$ cat config.mk
export PLATFORM = sky130hd
export DESIGN_NAME = rational_arithmetic_unit
export DESIGN_NICKNAME = d
export VERILOG_FILES = /design/src/rtl/rau_pkg.sv /design/src/rtl/rational_arithmetic_unit.sv /design/src/rtl/rau_divider.sv
export SDC_FILE = /design/constraint.sdc
export NUM_CORES = 2
export LEC_CHECK = 0
export BUFFER_PORTS_ARGS = -buffer_cell sky130_fd_sc_hd__buf_2
export CELL_PAD_IN_SITES_DETAIL_PLACEMENT = 1
export CELL_PAD_IN_SITES_GLOBAL_PLACEMENT = 1
export CORE_MARGIN = 2
export CORE_UTILIZATION = 50
export CTS_CLUSTER_DIAMETER = 40
export CTS_CLUSTER_SIZE = 24
export DETAILED_ROUTE_END_ITERATION = 10
export PLACE_DENSITY_LB_ADDON = 0.1
export SLEW_MARGIN = 20
export SYNTH_ARGS = -nofsm -noshare
export SYNTH_HDL_FRONTEND = slang
export SYNTH_SLANG_ARGS = --single-unit
$ cat constraint.sdc
create_clock -name clk -period 14.3 [get_ports clk]
set_clock_uncertainty 0.1 [all_clocks]
set_input_delay 2.145 -clock clk [delete_from_list [all_inputs] [get_ports clk]]
set_output_delay 2.145 -clock clk [all_outputs]
set_load 0.01 [all_outputs]
$ cat src/rtl/rau_pkg.sv
`timescale 1ns / 1ps
package rau_pkg;

  localparam int unsigned OperandWidthDefault = 16;
  localparam int unsigned OpW = OperandWidthDefault;
  localparam int unsigned NumW = 2 * OpW + 1;
  localparam int unsigned DenW = 2 * OpW - 1;
  localparam int unsigned MagW = 2 * OpW + 1;

  localparam logic [1:0] KIND_ADD = 2'd0;
  localparam logic [1:0] KIND_SUB = 2'd1;
  localparam logic [1:0] KIND_MUL = 2'd2;
  localparam logic [1:0] KIND_DIV = 2'd3;

  localparam logic [1:0] STATUS_OK = 2'd0;
  localparam logic [1:0] STATUS_ZERO_DEN = 2'd1;
  localparam logic [1:0] STATUS_DIV_ZERO = 2'd2;

  typedef struct packed {
    logic [1:0]            kind;
    logic signed [OpW-1:0] a_numerator;
    logic signed [OpW-1:0] a_denominator;
    logic signed [OpW-1:0] b_numerator;
    logic signed [OpW-1:0] b_denominator;
  } in_item_t;

  typedef struct packed {
    logic signed [NumW-1:0] result_numerator;
    logic [DenW-1:0]        result_denominator;
    logic [1:0]             status;
  } out_item_t;

  // Request and reply of the shared remainder/quotient unit.
  typedef struct packed {
    logic start;
  } div_ctl_t;

  typedef struct packed {
    logic busy;
    logic done;
  } div_sts_t;

endpackage

$ cat src/rtl/rational_arithmetic_unit.sv
`timescale 1ns / 1ps
// Channel  Direction  Payload                Handshake
// in_      input      rau_pkg::in_item_t     in_valid / in_stall
// out_     output     rau_pkg::out_item_t    out_valid / out_stall
//
// One item at a time. The products are registered in S_MUL and the signed sum
// in S_SUM. Euclid then runs remainder steps on a shared restoring divider,
// each a start, one bit step per quotient bit and a done pulse; two quotient
// divisions, of the numerator and the denominator by the GCD, follow. An error
// or zero result skips the divider; otherwise the time an item takes is set
// by the number of remainder steps.
// Reset is synchronous and active low; a stalled result holds in out_item
// and the input is not taken again until it has been transferred.
module rational_arithmetic_unit (
  input  logic                clk,
  input  logic                rst_n,
  input  logic                in_valid,
  output logic                in_stall,
  input  rau_pkg::in_item_t   in_item,
  output logic                out_valid,
  input  logic                out_stall,
  output rau_pkg::out_item_t  out_item
);

  localparam int unsigned OpW  = rau_pkg::OpW;
  localparam int unsigned MagW = rau_pkg::MagW;
  localparam int unsigned DenW = rau_pkg::DenW;
  localparam int unsigned AbsW = OpW + 1;

  localparam logic [2:0] S_IDLE = 3'd0;
  localparam logic [2:0] S_MUL  = 3'd1;
  localparam logic [2:0] S_SUM  = 3'd2;
  localparam logic [2:0] S_GCD  = 3'd3;
  localparam logic [2:0] S_QN   = 3'd4;
  localparam logic [2:0] S_QD   = 3'd5;
  localparam logic [2:0] S_OUT  = 3'd6;

  logic [2:0] state_r, state_nxt;
  logic       sub_r, sub_nxt;

  logic [1:0]      kind_r;
  logic [AbsW-1:0] an_r, ad_r, bn_r, bd_r;
  logic            an_neg_r, bn_neg_r;
  logic [MagW-1:0] p1_r, p2_r, den_r;
  logic            p1_neg_r, p2_neg_r;
  logic [MagW-1:0] num_r, gx_r, gy_r;
  logic            num_neg_r;
  logic            out_valid_r;
  rau_pkg::out_item_t res_r;

  rau_pkg::div_ctl_t dctl;
  rau_pkg::div_sts_t dsts;
  logic [MagW-1:0]   ddvd, ddvs, dquo, drem;

  function automatic logic [AbsW-1:0] abs_of(input logic [OpW-1:0] v);
    logic [AbsW-1:0] e;
    e = {v[OpW-1], v};
    return v[OpW-1] ? AbsW'(-e) : e;
  endfunction

  logic [AbsW-1:0] in_an, in_ad, in_bn, in_bd;
  logic            in_zero_den, in_div_zero;
  assign in_an = abs_of(in_item.a_numerator);
  assign in_ad = abs_of(in_item.a_denominator);
  assign in_bn = abs_of(in_item.b_numerator);
  assign in_bd = abs_of(in_item.b_denominator);
  assign in_zero_den = (in_ad == '0) || (in_bd == '0);
  assign in_div_zero = (in_item.kind == rau_pkg::KIND_DIV) && (in_bn == '0);

  assign in_stall  = (state_r != S_IDLE) || out_valid_r;
  assign out_valid = out_valid_r;
  assign out_item  = res_r;

  rau_divider #(.W(MagW)) u_div (
    .clk, .rst_n, .ctl(dctl), .dividend(ddvd), .divisor(ddvs),
    .sts(dsts), .quotient(dquo), .remainder(drem)
  );

  logic [MagW-1:0] sum_mag;
  logic            sum_neg;
  always_comb begin
    if (p1_neg_r == p2_neg_r) begin
      sum_mag = p1_r + p2_r;
      sum_neg = p1_neg_r;
    end else if (p1_r >= p2_r) begin
      sum_mag = p1_r - p2_r;
      sum_neg = p1_neg_r;
    end else begin
      sum_mag = p2_r - p1_r;
      sum_neg = p2_neg_r;
    end
  end

  always_comb begin
    dctl.start = 1'b0;
    ddvd = gx_r;
    ddvs = gy_r;
    state_nxt = state_r;
    sub_nxt = 1'b0;
    unique case (state_r)
      S_GCD: begin
        dctl.start = !dsts.busy && !dsts.done && (gy_r != '0);
      end
      S_QN: begin
        // The greatest common divisor is left in gx once Euclid ends.
        ddvd = num_r;
        ddvs = gx_r;
        dctl.start = !dsts.busy && !dsts.done && !sub_r;
        sub_nxt = (sub_r || dctl.start) && !dsts.done;
      end
      S_QD: begin
        ddvd = den_r;
        ddvs = gx_r;
        dctl.start = !dsts.busy && !dsts.done && !sub_r;
        sub_nxt = (sub_r || dctl.start) && !dsts.done;
      end
      default: ;
    endcase
  end

  always_ff @(posedge clk) begin
    if (!rst_n) begin
      state_r     <= S_IDLE;
      out_valid_r <= 1'b0;
      sub_r       <= 1'b0;
    end else begin
      sub_r <= sub_nxt;
      if (out_valid_r && !out_stall) out_valid_r <= 1'b0;
      unique case (state_r)
        S_IDLE: begin
          if (in_valid && !in_stall) begin
            kind_r <= in_item.kind;
            an_r <= in_an;
            ad_r <= in_ad;
            bn_r <= in_bn;
            bd_r <= in_bd;
            an_neg_r <= (in_an != '0) &&
                        (in_item.a_numerator[OpW-1] != in_item.a_denominator[OpW-1]);
            bn_neg_r <= (in_bn != '0) &&
                        (in_item.b_numerator[OpW-1] != in_item.b_denominator[OpW-1]);
            if (in_zero_den || in_div_zero) begin
              res_r.result_numerator   <= '0;
              res_r.result_denominator <= DenW'(1);
              res_r.status <= in_zero_den ? rau_pkg::STATUS_ZERO_DEN
                                          : rau_pkg::STATUS_DIV_ZERO;
              out_valid_r <= 1'b1;
            end else begin
              state_r <= S_MUL;
            end
          end
        end
        S_MUL: begin
          // p1 = an*bd (an*bn for multiply), p2 = bn*ad for add/subtract, else 0; den per kind.
          if (kind_r == rau_pkg::KIND_MUL) begin
            p1_r <= MagW'(an_r * bn_r);
            p1_neg_r <= an_neg_r != bn_neg_r;
            p2_r <= '0;
            p2_neg_r <= 1'b0;
            den_r <= MagW'(ad_r * bd_r);
          end else if (kind_r == rau_pkg::KIND_DIV) begin
            p1_r <= MagW'(an_r * bd_r);
            p1_neg_r <= an_neg_r != bn_neg_r;
            p2_r <= '0;
            p2_neg_r <= 1'b0;
            den_r <= MagW'(ad_r * bn_r);
          end else begin
            p1_r <= MagW'(an_r * bd_r);
            p1_neg_r <= an_neg_r;
            p2_r <= MagW'(bn_r * ad_r);
            p2_neg_r <= bn_neg_r ^ (kind_r == rau_pkg::KIND_SUB);
            den_r <= MagW'(ad_r * bd_r);
          end
          state_r <= S_SUM;
        end
        S_SUM: begin
          num_r <= sum_mag;
          num_neg_r <= sum_neg;
          gx_r <= sum_mag;
          gy_r <= den_r;
          if (sum_mag == '0) begin
            res_r.result_numerator   <= '0;
            res_r.result_denominator <= DenW'(1);
            res_r.status <= rau_pkg::STATUS_OK;
            out_valid_r <= 1'b1;
            state_r <= S_IDLE;
          end else begin
            state_r <= S_GCD;
          end
        end
        S_GCD: begin
          if (dsts.done) begin
            gx_r <= gy_r;
            gy_r <= drem;
          end else if (!dsts.busy && gy_r == '0) begin
            state_r <= S_QN;
          end
        end
        S_QN: begin
          if (dsts.done) begin
            num_r <= dquo;
            state_r <= S_QD;
          end
        end
        S_QD: begin
          if (dsts.done) begin
            den_r <= dquo;
            state_r <= S_OUT;
          end
        end
        S_OUT: begin
          res_r.result_numerator <= num_neg_r ? -num_r : num_r;
          res_r.result_denominator <= den_r[DenW-1:0];
          res_r.status <= rau_pkg::STATUS_OK;
          out_valid_r <= 1'b1;
          state_r <= S_IDLE;
        end
        default: state_r <= S_IDLE;
      endcase
    end
  end

endmodule

$ cat src/rtl/rau_divider.sv
`timescale 1ns / 1ps
// Restoring divider, one quotient bit per cycle.
module rau_divider #(
  parameter int unsigned W = rau_pkg::MagW
) (
  input  logic           clk,
  input  logic           rst_n,
  input  rau_pkg::div_ctl_t ctl,
  input  logic [W-1:0]   dividend,
  input  logic [W-1:0]   divisor,
  output rau_pkg::div_sts_t sts,
  output logic [W-1:0]   quotient,
  output logic [W-1:0]   remainder
);

  localparam int unsigned CntW = $clog2(W + 1);

  logic [W-1:0]    quo_r, quo_nxt;
  logic [W-1:0]    rem_r, rem_nxt;
  logic [W-1:0]    dvs_r, dvs_nxt;
  logic [CntW-1:0] cnt_r, cnt_nxt;
  logic            busy_r, busy_nxt;
  logic            done_r, done_nxt;
  logic [W:0]      trial;
  logic [W:0]      shifted;

  always_comb begin
    quo_nxt  = quo_r;
    rem_nxt  = rem_r;
    dvs_nxt  = dvs_r;
    cnt_nxt  = cnt_r;
    busy_nxt = busy_r;
    done_nxt = 1'b0;
    shifted  = {rem_r, quo_r[W-1]};
    trial    = shifted - {1'b0, dvs_r};
    if (ctl.start) begin
      quo_nxt  = dividend;
      rem_nxt  = '0;
      dvs_nxt  = divisor;
      cnt_nxt  = CntW'(W);
      busy_nxt = 1'b1;
    end else if (busy_r) begin
      if (!trial[W]) begin
        rem_nxt = trial[W-1:0];
        quo_nxt = {quo_r[W-2:0], 1'b1};
      end else begin
        rem_nxt = shifted[W-1:0];
        quo_nxt = {quo_r[W-2:0], 1'b0};
      end
      cnt_nxt = cnt_r - 1'b1;
      if (cnt_r == CntW'(1)) begin
        busy_nxt = 1'b0;
        done_nxt = 1'b1;
      end
    end
  end

  always_ff @(posedge clk) begin
    if (!rst_n) begin
      busy_r <= 1'b0;
      done_r <= 1'b0;
      cnt_r  <= '0;
    end else begin
      busy_r <= busy_nxt;
      done_r <= done_nxt;
      cnt_r  <= cnt_nxt;
    end
    quo_r <= quo_nxt;
    rem_r <= rem_nxt;
    dvs_r <= dvs_nxt;
  end

  assign sts.busy  = busy_r;
  assign sts.done  = done_r;
  assign quotient  = quo_r;
  assign remainder = rem_r;

endmodule

# After elaboration in Yosys (flattened, before gate mapping)
# Index checks and enable logic that the tools add are counted.
# totals
register_bits	451
inputBits	70
output_inout_bits	68
word_cells	170
# op_classes
add_sub_neg	10
multipliers	4
magnitude_cmp	1
eq_ne	24
n_mux	52
n_bitwise	3
n_reduce_logical	47
# ops
operator	count
$mux 33	13
$pmux 33 s2	5
$mux 66	3
$pmux 66 s3	1
$mul 17x17->33	4
$mux 17	4
$neg 17->17	4
$logic_not 33->1	2
$sub 33x33->33	2
$logic_not 17->1	3
$reduce_bool 17->1	2
$sub 34x33->34	1
$add 33x33->33	1
$ge 33x33->1	1
$neg 33->33	1
$reduce_bool 33->1	1
$mux 3	6
$pmux 3 s6	1
$mux 1	13
$mux 6	2
$ne 2x2->1 const B	6
$reduce_and 3->1	4
$logic_and 1x1->1	10
$eq 3x3->1 const B	3
24 further kinds	48

# Longest topological paths before layout
# logic_depth
ltp_word	8
mapped_depth	29
ltp_nobuf	27

# Cells and area by module
# From an unflattened synthesis, not the netlist that was laid out.
# hier_totals
hier_cells	7466
area_unflattened_um2	65703.0
# modules_own_cells
module	n_inst	cells_per_inst	area_per_inst_um2	seq_area_each_um2
rational_arithmetic_unit	1	6851	59457.0	10279.9
rau_divider	1	615	6246.0	2802.7

# Worst setup path before layout
# Ideal clock, no wire load.
# synth_timing
path_type	input -> register
start	in in_item[16] in the netlist's numbering
end	reg res_r (netlist bit out_item[0]), enable pin
setup_ns	0.512
arrival_time_ns	7.955
required_time_ns	13.688
path_slack_ns	5.733
cell_stages	13
n_path_buf	0
cell_sequence	inv_1 > ha_1 > nand2b_1 > xnor2_1 > or4_1 > or4_1 > or4_1 > or3_1 > nor3_1 > a31oi_1 > nor2_1 > o21ai_0 > a21oi_1
# synth_via
elab_chain_len	7
# synth_rtl
element	line_no	text
start, declared	rational_arithmetic_unit.sv:19	input rau_pkg::in_item_t in_item,
$neg 17->17	rational_arithmetic_unit.sv:58	return v[OpW-1] ? AbsW'(-e) : e;
$mux 17	rational_arithmetic_unit.sv:58	
named net in_bn[2]	rational_arithmetic_unit.sv:61	logic [AbsW-1:0] in_an, in_ad, in_bn, in_bd;
$logic_not 17->1	rational_arithmetic_unit.sv:68	assign in_div_zero = (in_item.kind == rau_pkg::KIND_DIV) && (in_bn == '0);
$logic_and 1x1->1	rational_arithmetic_unit.sv:68	
$logic_or 1x1->1	rational_arithmetic_unit.sv:141	if (in_zero_den || in_div_zero) begin
$ne 2x2->1 (no line)	--	
$reduce_and 5->1 (no line)	--	
end, declared	rational_arithmetic_unit.sv:49	rau_pkg::out_item_t res_r;
# The timed path passes the listed nets, and every way through them passes these cells.
# A chain may end at the register's enable or synchronous reset.

# Final worst setup path
# layout_timing
start	reg an_r[13]
end	reg p1_r[31], data pin
# layout_via
elab_chain_len	2
word_cells_on_any_way	3
classes_between	mul: 2; mux: 1
# layout_rtl
element	line_no	text
start, declared	rational_arithmetic_unit.sv:42	logic [AbsW-1:0] an_r, ad_r, bn_r, bd_r;
start signal, assigned	rational_arithmetic_unit.sv:133	an_r <= in_an;
$mul 17x17->33 (on tied branches)	rational_arithmetic_unit.sv:161, rational_arithmetic_unit.sv:167, rational_arithmetic_unit.sv:155	
$mux 33 (*)	rational_arithmetic_unit.sv:154	if (kind_r == rau_pkg::KIND_MUL) begin
end signal, assigned	rational_arithmetic_unit.sv:155	p1_r <= MagW'(an_r * bn_r);
end signal, assigned	rational_arithmetic_unit.sv:161	p1_r <= MagW'(an_r * bd_r);
end signal, assigned	rational_arithmetic_unit.sv:167	p1_r <= MagW'(an_r * bd_r);
end, declared	rational_arithmetic_unit.sv:44	logic [MagW-1:0] p1_r, p2_r, den_r;
# Mark *: on every way between the ends. The rest lies on a longest branch, timed or not.

==> flow_summary.toml <==
[setup_path]
arrival_ns = 8.86
critPathRequiredTime_ns = 14.57
timing.rr.end = "p1_r[31]"
critPathSlowestCell = "edfxtp_1"
reg2reg_from = "an_r[13]"
crit_type = "flip-flop to flip-flop"
critPathMaxFanout = 18
path_common_cell = "fa_1"
startpoint_type = "flip-flop"
crit_family = "adder cells"
reg2reg_slack_ns = 5.71
reg2reg_depth = 25
crit_buf_inv = 6
critical-path-max-stage-delay_ns = 0.75
endpoint_kind = "flip-flop"

[synthesis]
yosysWarnings = 0
synthCells = 7415
synth_edf_count = 405
async_flop_share = 0
yosysSeqAreaShare = 0.201
synth.distinct_cells = 91
synthFlopType = "edfxtp_1"
netlist_area_um2 = 64900
avgSynthCellArea_um2 = 8.76
synth_seq_cells = 451

[finish]
area_growth_pct = 8.62
fin_cells = 9201
layout-drive-gt1-share = 0.0622
final_nets = 8896

[global_route]
grt_start_max_net_pins = 76
grt_pass1_wl_mm = 337
grt-ovfl-total = 0
first_global_vias = 57400
grtUsageTotal = 0.332
antenna_found_initial = 6

[worst_hold_path]
holdCritPathClass = "flip-flop to flip-flop"
min_delay_worst_endpoint = "u_div.cnt_r[1]"
min-delay-start = "u_div.cnt_r[1]"
min_path_cells = 2

[clock_tree]
insertion_delay_ns = 0.72
cts_made_buffers = 91
postCtsResizedCells = 0
cts_setup_buffers = 0
cts_hold_buf = 0
cts_root_buf = "clkbuf_16"
htreeDepth = 3
clockBufferDepth = 3
cts_tree = "built"
clkTransAtPathRegs_ns = 0.05
clock_sinks = 451

[die]
die_x_um = 364
dieArea_um2 = 133000
io_pins = 138
core_region_area_um2 = 129000
fp.dieH_um = 364
initial_core_util = 0.503
fp-row-count = 132

[timing]
fin_crit_sh = 0.601
period_minus_slack_ns = 8.59
tightestPinTransition_ns = 1.12
fmax_mhz = 116
rsz0062_at_grt = "no"
hold_viol_final = 0
setup_viol = 0
tns_ns = 0
fin_hold_ws_ns = 0.407
maxSlewViolCount = 0
max_slew_margin = 0.253

[route]
wl_met3_mm = 13.6
via_count = 52500
wl_met1_mm = 89.3
drc = 0
finalWirelength_mm = 217
avgRoutedWirePerCell_um = 23.6
met2_length_mm = 104
dr.pass1.iters = 6
detail-route-antenna-nets = 0
viasPerCell = 5.71
drt_iter0_drc = 3493
highest_layer = "met5"

[outcome]
outcome = "complete, no violations"

[placed_design]
numPlacedInstances = 9026
io_buffers = 137
gp_congestion = 0.905
hpwl_mm = 163

[flow_run]
max_cap_violations = 0
## sequential cells by signal (all words and copies together) (netlist names), 2 cells and up
register         flops
out_item            66
den_r               33
gx_r                33
gy_r                33
num_r               33
p1_r                33
p2_r                33
u_div.dvs_r         33
u_div.quotient      33
u_div.remainder     33
ad_r                17
an_r                17
bd_r                17
bn_r                17
u_div.cnt_r          6
state_nxt            3
kind_r               2
## cell type report
cell class,count,area (µm²)
fillers,15200,58600
multi-input cells,5278,45600
flip-flops and latches,451,13100
inverters,1316,4940
clock buffers,97,2300
well taps,1742,2180
repair buffers,239,1460
clock inverters,75,935
diodes,3,7.51
## metal layers
layer / vias to the layer above / GRT usage
li1: 23400 / -
met1: 27100 / 0.424
met2: 1643 / 0.561
met3: 389 / 0.0507
met4: 2 / 0.143
met5: - / 0
## worst max-delay path by stage
stage | slack, ns | from | endpoint | cells after the start
final | 5.71 | an_r[13] | p1_r[31] | 25
after global routing | 5.22 | an_r[13] | p1_r[31] | 25
after CTS | 5.72 | an_r[13] | p1_r[31] | 25
after detailed placement | 5.82 | an_r[13] | p1_r[31] | 25
after global placement | 6.14 | an_r[13] | p1_r[31] | 25
after floorplan | 5.73 | in_item[16] | out_item[0] | 13
## worst min-delay path: cells and delay by family (launching register included)
family	cells	cell delay, ns
DFF	1	0.32
AOI/OAI and AO/OA	1	0.05
and+or+nand+nor	1	0.09
## stage by stage
stage,utilization,cell area [µm²],setup WS [ns]
5_1_grt,0.546,70500,5.22
6_report,0.546,70500,5.71
3_5_place_dp,0.521,67300,5.82
2_1_floorplan,-,64900,5.73
3_3_place_gp,0.521,67200,6.14
4_1_cts,0.546,70500,5.72
## placed cells by master (no fill, tap or decap), types with 13 or more instances in the layout
cell       synthesis  layout
a31oi_1           34      34
o211ai_1          31      31
nor2b_1           46      42
a211oi_1          26      26
xor2_1            69      68
a21o_1            60      60
a21oi_1          275     274
nand2_1         1313    1309
or4_1             23      23
o31ai_1           37      37
buf_4              1     101
o21ai_0          253     253
and3_1            55      54
o21bai_1          38      38
and2_1           428     427
or2_2             13      13
dfxtp_1           46      45
edfxtp_1         405     405
nand4_1           30      30
nor3_1            65      64
ha_1             553     553
mux2i_1           76      76
fa_1             896     896
nor4_1            33      33
o22ai_1           17      17
xnor2_1          181     179
o41ai_1           16      16
clkbuf_16          0      91
nor2_1           383     379
inv_6              0      15
o21a_1            40      40
inv_1           1316    1314
or3_1             36      36
buf_2              6     137
nand3_1           53      53
nand2b_1          36      34
## Yosys cell counts, types with 37 or more instances
library cell | n | area share
a21o_1 | 60 | 0.0069
a21oi_1 | 275 | 0.021
and2_1 | 428 | 0.041
and3_1 | 55 | 0.0053
clkbuf_1 | 352 | 0.020
dfxtp_1 | 46 | 0.014
edfxtp_1 | 405 | 0.19
fa_1 | 896 | 0.28
ha_1 | 553 | 0.11
inv_1 | 1316 | 0.076
mux2i_1 | 76 | 0.012
nand2_1 | 1313 | 0.076
nand3_1 | 53 | 0.0041
nor2_1 | 383 | 0.022
nor2b_1 | 46 | 0.0044
nor3_1 | 65 | 0.0050
o21a_1 | 40 | 0.0046
o21ai_0 | 253 | 0.020
o21bai_1 | 38 | 0.0044
o31ai_1 | 37 | 0.0043
xnor2_1 | 181 | 0.024
xor2_1 | 69 | 0.0093
## cell families (layout without fill, tap and decap cells)
family                   Yosys count  after routing  share of synthesized area
adder cells (fa/ha/maj)         1449           1449                      0.383
multiplexers                      82             82                     0.0128
AND/OR/NAND/NOR                 2544           2544                      0.179
AO/OA/AOI/OAI                    949            949                     0.0919
flip-flops                       451            451                      0.201
other                              1              7                  0.0000578
XOR/XNOR                         250            250                     0.0337
buffers and inverters           1689           1727                     0.0979
Power is not shown: default switching activity piles up to over one toggle a cycle in this logic, so the estimate is an artifact.
